### src/rtl/rc4_pkg.sv
// Shared constants, microcode types and the control store of the RC4 core.
// Used by the channel interfaces, the top level and the checker.
package rc4_pkg;

    localparam int BYTE_W     = 8;
    localparam int SBOX_DEPTH = 256;
    localparam int SBOX_AW    = 8;
    localparam int KEY_BYTES  = 16;
    localparam int KEY_IDX_W  = 4;
    localparam int KEY_LEN_W  = 5;
    localparam int CFG_DATA_W = 64;
    localparam int CFG_IDX_W  = 2;
    localparam int STEP_W     = 4;

    typedef enum logic [CFG_IDX_W-1:0] {
        CFG_KEY_LOW    = 2'd0,
        CFG_KEY_HIGH   = 2'd1,
        CFG_KEY_LENGTH = 2'd2
    } cfg_index_t;

    // Microprogram step addresses.
    typedef enum logic [STEP_W-1:0] {
        U_IDLE = 4'd0,
        U_FILL = 4'd1,
        U_KA   = 4'd2,
        U_KB   = 4'd3,
        U_KC   = 4'd4,
        U_KD   = 4'd5,
        U_KEND = 4'd6,
        U_P1   = 4'd7,
        U_P2   = 4'd8,
        U_P3   = 4'd9,
        U_P4   = 4'd10,
        U_P5   = 4'd11
    } step_t;

    typedef enum logic [2:0] {
        AS_N      = 3'd0,
        AS_I      = 3'd1,
        AS_J      = 3'd2,
        AS_I_NEXT = 3'd3,
        AS_J_NEXT = 3'd4,
        AS_T      = 3'd5
    } addr_sel_t;

    typedef enum logic [1:0] {
        WD_N     = 2'd0,
        WD_RDATA = 2'd1,
        WD_SI    = 2'd2
    } wdata_sel_t;

    typedef enum logic [1:0] {
        J_HOLD  = 2'd0,
        J_CLEAR = 2'd1,
        J_KSA   = 2'd2,
        J_PRGA  = 2'd3
    } j_op_t;

    typedef enum logic [1:0] {
        I_HOLD  = 2'd0,
        I_CLEAR = 2'd1,
        I_INC   = 2'd2
    } i_op_t;

    typedef enum logic [1:0] {
        CNT_HOLD  = 2'd0,
        CNT_CLEAR = 2'd1,
        CNT_INC   = 2'd2
    } cnt_op_t;

    typedef enum logic [1:0] {
        JC_NEXT     = 2'd0,
        JC_LOOP     = 2'd1,
        JC_DISPATCH = 2'd2,
        JC_OUT      = 2'd3
    } jump_t;

    typedef struct packed {
        logic       rd_en;
        addr_sel_t  rd_sel;
        logic       we;
        addr_sel_t  wr_sel;
        wdata_sel_t wd_sel;
        i_op_t      i_op;
        j_op_t      j_op;
        cnt_op_t    n_op;
        cnt_op_t    k_op;
        logic       ld_si;
        logic       ld_sj;
        logic       ld_hit;
        logic       out_ld;
        jump_t      jump;
        step_t      target;
    } ctrl_word_t;

    localparam ctrl_word_t CW_NOP = '{
        rd_en:  1'b0,
        rd_sel: AS_N,
        we:     1'b0,
        wr_sel: AS_N,
        wd_sel: WD_N,
        i_op:   I_HOLD,
        j_op:   J_HOLD,
        n_op:   CNT_HOLD,
        k_op:   CNT_HOLD,
        ld_si:  1'b0,
        ld_sj:  1'b0,
        ld_hit: 1'b0,
        out_ld: 1'b0,
        jump:   JC_NEXT,
        target: U_IDLE
    };

    // Control store. The fill and key-mixing loops run on the counter n and
    // leave their loop when n reaches its last value.
    function automatic ctrl_word_t ucode_rom(input step_t step);
        ctrl_word_t cw;
        cw = CW_NOP;
        unique case (step)
            U_IDLE:
            begin
                cw.n_op = CNT_CLEAR;
                cw.k_op = CNT_CLEAR;
                cw.jump = JC_DISPATCH;
            end
            U_FILL:
            begin
                cw.we     = 1'b1;
                cw.wr_sel = AS_N;
                cw.wd_sel = WD_N;
                cw.n_op   = CNT_INC;
                cw.j_op   = J_CLEAR;
                cw.jump   = JC_LOOP;
                cw.target = U_FILL;
            end
            U_KA:
            begin
                cw.rd_en  = 1'b1;
                cw.rd_sel = AS_N;
            end
            U_KB:
            begin
                cw.ld_si  = 1'b1;
                cw.j_op   = J_KSA;
                cw.rd_en  = 1'b1;
                cw.rd_sel = AS_J_NEXT;
            end
            U_KC:
            begin
                cw.we     = 1'b1;
                cw.wr_sel = AS_N;
                cw.wd_sel = WD_RDATA;
            end
            U_KD:
            begin
                cw.we     = 1'b1;
                cw.wr_sel = AS_J;
                cw.wd_sel = WD_SI;
                cw.n_op   = CNT_INC;
                cw.k_op   = CNT_INC;
                cw.jump   = JC_LOOP;
                cw.target = U_KA;
            end
            U_KEND:
            begin
                cw.i_op = I_CLEAR;
                cw.j_op = J_CLEAR;
            end
            U_P1:
            begin
                cw.i_op   = I_INC;
                cw.rd_en  = 1'b1;
                cw.rd_sel = AS_I_NEXT;
            end
            U_P2:
            begin
                cw.ld_si  = 1'b1;
                cw.j_op   = J_PRGA;
                cw.rd_en  = 1'b1;
                cw.rd_sel = AS_J_NEXT;
            end
            U_P3:
            begin
                cw.ld_sj  = 1'b1;
                cw.we     = 1'b1;
                cw.wr_sel = AS_I;
                cw.wd_sel = WD_RDATA;
            end
            U_P4:
            begin
                cw.we     = 1'b1;
                cw.wr_sel = AS_J;
                cw.wd_sel = WD_SI;
                cw.rd_en  = 1'b1;
                cw.rd_sel = AS_T;
                cw.ld_hit = 1'b1;
            end
            U_P5:
            begin
                cw.out_ld = 1'b1;
                cw.jump   = JC_OUT;
                cw.target = U_IDLE;
            end
            default:
            begin
                cw.jump   = JC_OUT;
                cw.target = U_IDLE;
            end
        endcase
        return cw;
    endfunction

endpackage

### src/rtl/rc4_in_if.sv
// Input channel of the RC4 core: one data byte and a start-of-message flag.
// Depends on rc4_pkg for the byte width.
interface rc4_in_if import rc4_pkg::*; ();
    logic              valid;
    logic              ready;
    logic [BYTE_W-1:0] data_in;
    logic              start_req;

    modport source (output valid, output data_in, output start_req, input ready);
    modport sink   (input valid, input data_in, input start_req, output ready);
endinterface

### src/rtl/rc4_out_if.sv
// Output channel of the RC4 core: one transformed byte per item.
// Depends on rc4_pkg for the byte width.
interface rc4_out_if import rc4_pkg::*; ();
    logic              valid;
    logic              ready;
    logic [BYTE_W-1:0] data_out;

    modport source (output valid, output data_out, input ready);
    modport sink   (input valid, input data_out, output ready);
endinterface

### src/rtl/rc4_ram.sv
// Generic single-write, single-read RAM with a registered read port.
// A read of the address being written returns the old contents. No dependencies.
module rc4_ram #(
    parameter int WIDTH = 8,
    parameter int DEPTH = 256,
    parameter int AW    = $clog2(DEPTH)
) (
    input  logic             clk,
    input  logic             we,
    input  logic [AW-1:0]    waddr,
    input  logic [WIDTH-1:0] wdata,
    input  logic             re,
    input  logic [AW-1:0]    raddr,
    output logic [WIDTH-1:0] rdata
);

    logic [WIDTH-1:0] mem [DEPTH];

    always_ff @(posedge clk)
    begin
        if (we)
        begin
            mem[waddr] <= wdata;
        end
        if (re)
        begin
            rdata <= mem[raddr];
        end
    end

endmodule

### src/rtl/rc4_stream_cipher_core.sv
// RC4 stream cipher core: microcoded sequencer, S-box RAM and key registers.
// Depends on rc4_pkg, rc4_in_if, rc4_out_if and rc4_ram.
//
// Usage: each item on in_ch carries one byte and a start flag; each item
// gives exactly one byte on out_ch, the input XOR the next keystream byte.
// Set start_req on the first byte of every message; the key schedule then
// runs from the key registers before that byte is transformed.
// The key is written through cfg_we/cfg_index/cfg_data while the core is idle:
// index 0 holds key bytes 0..7, index 1 bytes 8..15, index 2 the key length.
// Sequence: an item without start runs the steps U_P1 to U_P5 after it is accepted,
// and in_ch.ready rises with the same edge that registers the result, so a
// new item is taken only once the last one's result is registered. With start
// the fill pass over all 256 entries, the key mixing (steps U_KA to U_KD for
// each entry) and one clearing step come first. The single S-box RAM port pair
// and the swap that each keystream byte needs make these steps run in turn.
// Reset returns the sequencer to idle, clears i and j, the output valid and
// the key registers (key length 16); the S-box is undefined until the first
// start. When out_ch stalls, the result waits in the output register and the
// next item is still accepted; its result waits in the last step until the
// output register is free.
module rc4_stream_cipher_core import rc4_pkg::*; (
    input  logic                  clk,
    input  logic                  rst_n,
    rc4_in_if.sink                in_ch,
    rc4_out_if.source             out_ch,
    input  logic                  cfg_we,
    input  logic [CFG_IDX_W-1:0]  cfg_index,
    input  logic [CFG_DATA_W-1:0] cfg_data
);

    step_t      step_reg, step_next;
    ctrl_word_t cw;

    logic [SBOX_AW-1:0]   i_reg, i_next;
    logic [SBOX_AW-1:0]   j_reg, j_next;
    logic [SBOX_AW-1:0]   n_reg, n_next;
    logic [KEY_IDX_W-1:0] kidx_reg, kidx_next;
    logic [BYTE_W-1:0]    si_reg, sj_reg, data_reg;
    logic                 hit_reg;
    logic                 out_valid_reg;
    logic [BYTE_W-1:0]    out_data_reg;

    logic [CFG_DATA_W-1:0] key_low_reg, key_high_reg;
    logic [KEY_LEN_W-1:0]  key_length_reg;

    logic                 in_accept, out_free, out_load;
    logic [CFG_DATA_W-1:0] key_word;
    logic [BYTE_W-1:0]    key_byte;
    logic [KEY_IDX_W-1:0] key_last;
    logic [SBOX_AW-1:0]   t_addr;
    logic [BYTE_W-1:0]    keystream;

    logic                 ram_we, ram_re;
    logic [SBOX_AW-1:0]   ram_waddr, ram_raddr;
    logic [BYTE_W-1:0]    ram_wdata, ram_rdata;

    function automatic logic [SBOX_AW-1:0] pick_addr(
        input addr_sel_t          sel,
        input logic [SBOX_AW-1:0] n,
        input logic [SBOX_AW-1:0] i,
        input logic [SBOX_AW-1:0] j,
        input logic [SBOX_AW-1:0] i_nx,
        input logic [SBOX_AW-1:0] j_nx,
        input logic [SBOX_AW-1:0] t
    );
        logic [SBOX_AW-1:0] a;
        unique case (sel)
            AS_N:      a = n;
            AS_I:      a = i;
            AS_J:      a = j;
            AS_I_NEXT: a = i_nx;
            AS_J_NEXT: a = j_nx;
            AS_T:      a = t;
            default:   a = n;
        endcase
        return a;
    endfunction

    assign cw        = ucode_rom(step_reg);
    assign in_ch.ready = (step_reg == U_IDLE);
    assign in_accept = in_ch.valid && in_ch.ready;
    assign out_free  = !out_valid_reg || out_ch.ready;
    assign out_load  = cw.out_ld && out_free;

    assign out_ch.valid    = out_valid_reg;
    assign out_ch.data_out = out_data_reg;

    // Sequencer: next step address.
    always_comb
    begin
        step_next = step_reg;
        unique case (cw.jump)
            JC_NEXT:
            begin
                step_next = step_t'(step_reg + STEP_W'(1));
            end
            JC_LOOP:
            begin
                if (n_reg != '1)
                begin
                    step_next = cw.target;
                end
                else
                begin
                    step_next = step_t'(step_reg + STEP_W'(1));
                end
            end
            JC_DISPATCH:
            begin
                if (in_accept)
                begin
                    step_next = in_ch.start_req ? U_FILL : U_P1;
                end
            end
            JC_OUT:
            begin
                if (out_free)
                begin
                    step_next = cw.target;
                end
            end
            default:
            begin
                step_next = U_IDLE;
            end
        endcase
    end

    always_ff @(posedge clk or negedge rst_n)
    begin
        if (!rst_n)
        begin
            step_reg <= U_IDLE;
        end
        else
        begin
            step_reg <= step_next;
        end
    end

    // Key byte for the mixing loop, taken cyclically over the key length.
    assign key_word = kidx_reg[KEY_IDX_W-1] ? key_high_reg : key_low_reg;
    assign key_byte = key_word[{kidx_reg[KEY_IDX_W-2:0], 3'b000} +: BYTE_W];

    always_comb
    begin
        if (key_length_reg == '0)
        begin
            key_last = '0;
        end
        else if (key_length_reg > KEY_LEN_W'(KEY_BYTES))
        begin
            key_last = KEY_IDX_W'(KEY_BYTES - 1);
        end
        else
        begin
            key_last = KEY_IDX_W'(key_length_reg - KEY_LEN_W'(1));
        end
    end

    // Datapath next values.
    always_comb
    begin
        unique case (cw.i_op)
            I_HOLD:  i_next = i_reg;
            I_CLEAR: i_next = '0;
            I_INC:   i_next = i_reg + SBOX_AW'(1);
            default: i_next = i_reg;
        endcase

        unique case (cw.j_op)
            J_HOLD:  j_next = j_reg;
            J_CLEAR: j_next = '0;
            J_KSA:   j_next = j_reg + ram_rdata + key_byte;
            J_PRGA:  j_next = j_reg + ram_rdata;
            default: j_next = j_reg;
        endcase

        unique case (cw.n_op)
            CNT_HOLD:  n_next = n_reg;
            CNT_CLEAR: n_next = '0;
            CNT_INC:   n_next = n_reg + SBOX_AW'(1);
            default:   n_next = n_reg;
        endcase

        unique case (cw.k_op)
            CNT_HOLD:  kidx_next = kidx_reg;
            CNT_CLEAR: kidx_next = '0;
            CNT_INC:   kidx_next = (kidx_reg == key_last) ? '0 : kidx_reg + KEY_IDX_W'(1);
            default:   kidx_next = kidx_reg;
        endcase
    end

    assign t_addr = si_reg + sj_reg;

    assign ram_we    = cw.we;
    assign ram_re    = cw.rd_en;
    assign ram_waddr = pick_addr(cw.wr_sel, n_reg, i_reg, j_reg, i_next, j_next, t_addr);
    assign ram_raddr = pick_addr(cw.rd_sel, n_reg, i_reg, j_reg, i_next, j_next, t_addr);

    always_comb
    begin
        unique case (cw.wd_sel)
            WD_N:     ram_wdata = n_reg;
            WD_RDATA: ram_wdata = ram_rdata;
            WD_SI:    ram_wdata = si_reg;
            default:  ram_wdata = n_reg;
        endcase
    end

    // The keystream read shares its cycle with the write of S[j]; the RAM then
    // returns the old entry, so a read of j takes the swapped value instead.
    assign keystream = hit_reg ? si_reg : ram_rdata;

    always_ff @(posedge clk or negedge rst_n)
    begin
        if (!rst_n)
        begin
            i_reg         <= '0;
            j_reg         <= '0;
            n_reg         <= '0;
            kidx_reg      <= '0;
            out_valid_reg <= 1'b0;
        end
        else
        begin
            i_reg    <= i_next;
            j_reg    <= j_next;
            n_reg    <= n_next;
            kidx_reg <= kidx_next;
            if (out_load)
            begin
                out_valid_reg <= 1'b1;
            end
            else if (out_ch.ready)
            begin
                out_valid_reg <= 1'b0;
            end
        end
    end

    always_ff @(posedge clk)
    begin
        if (in_accept)
        begin
            data_reg <= in_ch.data_in;
        end
        if (cw.ld_si)
        begin
            si_reg <= ram_rdata;
        end
        if (cw.ld_sj)
        begin
            sj_reg <= ram_rdata;
        end
        if (cw.ld_hit)
        begin
            hit_reg <= (t_addr == j_reg);
        end
        if (out_load)
        begin
            out_data_reg <= data_reg ^ keystream;
        end
    end

    always_ff @(posedge clk or negedge rst_n)
    begin
        if (!rst_n)
        begin
            key_low_reg    <= '0;
            key_high_reg   <= '0;
            key_length_reg <= KEY_LEN_W'(KEY_BYTES);
        end
        else if (cfg_we)
        begin
            unique case (cfg_index)
                CFG_KEY_LOW:    key_low_reg    <= cfg_data;
                CFG_KEY_HIGH:   key_high_reg   <= cfg_data;
                CFG_KEY_LENGTH: key_length_reg <= cfg_data[KEY_LEN_W-1:0];
                default:        ;
            endcase
        end
    end

    rc4_ram #(
        .WIDTH (BYTE_W),
        .DEPTH (SBOX_DEPTH),
        .AW    (SBOX_AW)
    ) u_sbox (
        .clk   (clk),
        .we    (ram_we),
        .waddr (ram_waddr),
        .wdata (ram_wdata),
        .re    (ram_re),
        .raddr (ram_raddr),
        .rdata (ram_rdata)
    );

endmodule

### src/flat_wrapper.sv
// flat-port wrapper written by rule: the top's interface ports become plain ports
module rc4_stream_cipher_core_flat import rc4_pkg::*;
  (clk, rst_n, cfg_we, cfg_index, cfg_data, in_ch_valid, in_ch_data_in, in_ch_start_req, in_ch_ready, out_ch_valid, out_ch_data_out, out_ch_ready);
  rc4_in_if in_ch_i ();
  rc4_out_if out_ch_i ();
  input  logic clk;
  input  logic rst_n;
  input  logic cfg_we;
  input  logic [CFG_IDX_W-1:0] cfg_index;
  input  logic [CFG_DATA_W-1:0] cfg_data;
  input wire logic [$bits(in_ch_i.valid)-1:0] in_ch_valid;
  input wire logic [$bits(in_ch_i.data_in)-1:0] in_ch_data_in;
  input wire logic [$bits(in_ch_i.start_req)-1:0] in_ch_start_req;
  output wire logic [$bits(in_ch_i.ready)-1:0] in_ch_ready;
  output wire logic [$bits(out_ch_i.valid)-1:0] out_ch_valid;
  output wire logic [$bits(out_ch_i.data_out)-1:0] out_ch_data_out;
  input wire logic [$bits(out_ch_i.ready)-1:0] out_ch_ready;
  assign in_ch_i.valid = in_ch_valid;
  assign in_ch_i.data_in = in_ch_data_in;
  assign in_ch_i.start_req = in_ch_start_req;
  assign in_ch_ready = in_ch_i.ready;
  assign out_ch_valid = out_ch_i.valid;
  assign out_ch_data_out = out_ch_i.data_out;
  assign out_ch_i.ready = out_ch_ready;
  rc4_stream_cipher_core u_core (.clk(clk), .rst_n(rst_n), .in_ch(in_ch_i), .out_ch(out_ch_i), .cfg_we(cfg_we), .cfg_index(cfg_index), .cfg_data(cfg_data));
endmodule
### config.mk
export PLATFORM = sky130hd
export DESIGN_NAME = rc4_stream_cipher_core_flat
export DESIGN_NICKNAME = d
export VERILOG_FILES = /design/src/rtl/rc4_pkg.sv /design/src/rtl/rc4_in_if.sv /design/src/rtl/rc4_out_if.sv /design/src/rtl/rc4_ram.sv /design/src/rtl/rc4_stream_cipher_core.sv /design/src/flat_wrapper.sv
export SDC_FILE = /design/constraint.sdc
export NUM_CORES = 2
export LEC_CHECK = 0
export BUFFER_PORTS_ARGS = -buffer_cell sky130_fd_sc_hd__buf_2
export CORE_MARGIN = 1
export CORE_UTILIZATION = 30
export DETAILED_ROUTE_END_ITERATION = 7
export SKIP_CTS_REPAIR_TIMING = 1
export SLEW_MARGIN = 30
export SYNTH_ARGS = -nofsm -noshare
export SYNTH_HDL_FRONTEND = slang
export SYNTH_SLANG_ARGS = --single-unit
### constraint.sdc
create_clock -name clk -period 20.1 [get_ports clk]
set_input_delay 4.02 -clock clk [delete_from_list [all_inputs] [get_ports clk]]
set_output_delay 4.02 -clock clk [all_outputs]
set_load 0.005 [all_outputs]
==> summary.md <==
| Metric | Value |
|---|---|
| Fin nets | between 6000 and 7000 |
| Critical Path AT | about 9 ns |
| Most common library cells after synthesis | edfxtp_1, nand2_1, nand3_1 |
| Final worst-path cycle share | 0.417 |
| Asr flop ratio synth | 0.0736 |
| Synth Flop Type | edfxtp_1 |
| Largest family of logic cells by synthesized area | simple AND/OR/NAND/NOR gates |
| Largest net degree at the start of global routing | about 200 |
| Post-Synth Simple-Gate Area | 0.109 |
| Critical path's top delay family | buffers and inverters |
| Core area | about 310000 um2 |
| Synthesized area per cell | about 14 um2 |
| Io pins | 90 |
| Number of synthesized flops with an enable pin | around 2100 |
| Reg clk slew, reported paths | 0.07 ns |
| Placer Congestion | between 0.9 and 1 |
| CTS tree | yes |
| DRT iter0 DRCs | 9397 |
| Status | complete, no violations |
| Clock Sinks | 2255 |
| Clock buffer count from CTS | about 220 |
| Layout cells sized above 1 | 0.130 |
| Final Max Tran Viols | 0 |
| Post-synthesis net count | approximately 6700 |
| CP most frequent cell | buf_4 |
| Die area | 312000 um2 |
| Xor and xnor area share after synthesis | 0.00292 |
| Crit path buf inv count | 6 |
| Slew headroom | 0.137 |
| Antenna-violating nets left | 0 |
| Synth top area share | 0.675 |
| CP cell instances | buf_4, mux4_2, mux4_2, ha_1, inv_1, fa_1, nor2_1, o21ai_2, o21ai_4, buf_4, buf_4, buf_4, buf_4, mux2i_1, a32oi_1, and3_1, or4_1, o221ai_1, o31ai_1 |
| Routed Wire Length | just over 300 mm |
| # DRC | 0 |
| Setup crit end kind | flip-flop |
| Netlist cell types | 94 |
| CP Launch Type | flip-flop |
| Initial antenna violation count | 21 |
| Grt total ovfl | 0 |
| DIE HEIGHT | 559 um |
| Worst reg2reg path depth | 19 |
| Critical Path RT | 20.76 ns |
| Post-synthesis mux area share | 0.0616 |
| Hpwl dp | ~180 mm |
| Post-synthesis sequential area ratio | 0.720 |
| Post-Synthesis Cells | 6628 |
| Most common cell in the netlist | edfxtp_1 |
| Largest register FFs | a little over 2000 |
| Period minus WS final | between 8 and 9 ns |
| Max_cap viols | 0 |
| CTS Root Cell | clkbuf_16 |
| Routed vias | roughly 61000 |
| Hold Path Depth | 1 |
| Initial Utilization | 0.303 |
| Setup TNS Final | 0 ns |
| H-tree depth | 4 |
| Yosys warning total | 0 |
| Global-route wire length before repair | between 400 and 500 mm |
| Slew @ Worst Pin | roughly 1.3 ns |
| Final setup viols | 0 |
| Vias per inst | roughly 5.6 |
| CTS Buffer Depth | 4 |
| DR pass1 iterations | 6 |
| CP Max Fanout | 55 |
| Clk_skew | between 0.09 and 0.1 ns |
| Main area contributors after synthesis | edfxtp_1, nand2_1, dfrtp_1 |
| Clock latency at the later pin of the worst-skew pair | just over 0.9 ns |
| GRT Util Overall | 0.194 |
| Vias in the first global route | about 58000 |
| Reg2Reg Setup Slack | about 12 ns |
| FP Rows | a little over 200 |
| I/O Buffers | roughly 90 |
| Worst flop-to-flop path startpoint | u_core.kidx_reg[3] |
| CP max-delay cell | buf_4 |
| Area of the mapped netlist | just over 90000 um2 |
| Post-DR wirelength/cell | around 28 um |
| Setup CP Type | flip-flop to flip-flop |
| Min-Delay Startpoint | u_core.key_low_reg[27] |
| Unrepaired setup endpoints after global routing | false |
| Maximum clock frequency | ~120 MHz |
| Area share of fa/ha/maj cells after synthesis | 0.00557 |
| Critical Path Max Stage Delay | between 0.7 and 0.8 ns |
| Hold Fails Final Rpt | 0 |
| Synthesized flop and latch total | 2255 |
| Area growth from synthesis to layout | 13.2% |
| Compound-Gate Fraction of Synth Area | 0.0751 |
| Hold Crit Class | flip-flop to flip-flop |
| Area leader, netlist | edfxtp_1 |
| R2R Path End | u_core.u_sbox.rdata[5] |
| Die width | around 560 um |
| Hold endpoint | u_core.key_low_reg[27] |
## cells by family after synthesis
logic type / count (synthesis)
xor+xnor: 31
simple gates: 2346
compound gates: 1001
fa+ha+maj: 40
mux: 482
flops: 2255
buf+inv: 473
## metrics by stage
| stage | instances | instance area (um2) | worst slack (ns) | hold WS, ns | utilization |
|---|---|---|---|---|---|
| 2_1_floorplan | 6628 | 92900 | 5.87 | 0.474 | - |
| 3_3_place_gp | 10500 | 97700 | 11.91 | 0.484 | 0.318 |
| 3_5_place_dp | 10500 | 97900 | 11.84 | 0.490 | 0.319 |
| 4_1_cts | 10900 | 105000 | 11.83 | 0.504 | 0.342 |
| 5_1_grt | 10900 | 105000 | 11.45 | 0.519 | 0.342 |
| 6_report | 10900 | 105000 | 11.72 | 0.503 | 0.342 |
## metal layers
layer	track usage	part of all wire	vias to the layer above
met4	0.111	0.063	10
met2	0.298	0.45	3966
li1	-	-	25300
met3	0.0464	0.11	871
met1	0.251	0.37	30600
met5	0.00154	0.00022	-
## layout by cell type, fill, tap and decap left out, types with 34 or more instances in the layout
cell,instances
and3_1,61
nand4_1,62
o211ai_1,37
buf_4,113
mux2_2,162
mux2i_1,264
nand3_1,376
nand2_1,1250
a21oi_1,227
a211oi_1,53
ha_1,35
a311oi_1,52
nor2_1,311
clkbuf_1,51
a32oi_1,83
clkinv_1,41
a31oi_1,83
dfrtp_1,164
o22ai_1,75
a22oi_1,54
nor3_1,66
inv_1,34
a221oi_1,54
clkbuf_16,226
edfxtp_1,2089
mux4_2,56
buf_2,88
o21ai_0,90
nor2_2,55
## worst max-delay path by stage
stage / start / endpoint / slack [ns] / cells after the start
4_1_cts: u_core.kidx_reg[3] / u_core.u_sbox.rdata[5] / 11.83 / 19
3_3_place_gp: u_core.kidx_reg[3] / u_core.u_sbox.rdata[5] / 11.91 / 19
3_5_place_dp: u_core.kidx_reg[3] / u_core.u_sbox.rdata[5] / 11.84 / 19
6_report: u_core.kidx_reg[3] / u_core.u_sbox.rdata[5] / 11.72 / 19
2_1_floorplan: u_core.step_reg[0] / u_core.u_sbox.mem[0][5] / 5.87 / 10
5_1_grt: u_core.kidx_reg[3] / u_core.u_sbox.rdata[5] / 11.45 / 19
## area by class of cell
type                            instances  area, um2
Clock inverter                        114       1120
Fill cell                           29300     202000
Sequential cell                      2255      66900
Clock buffer                          281       5900
Tap cell                             4100       5130
Antenna cell                           13       32.5
Multi-Input combinational cell       3900      24100
Timing Repair Buffer                  231       1850
Inverter                               34        128
## worst reg2reg max path, delay by kind of cell, from the launching register on
kind                       cells  cell delay (ns)
AOI/OAI and AO/OA              5             1.11
adders and majority gates      2             0.67
buffers and inverters          6             3.29
DFF                            1             0.65
muxes                          3             1.35
and+or+nand+nor                3             1.08
Power is not shown: default switching activity piles up to over one toggle a cycle in this logic, so the estimate is an artifact.
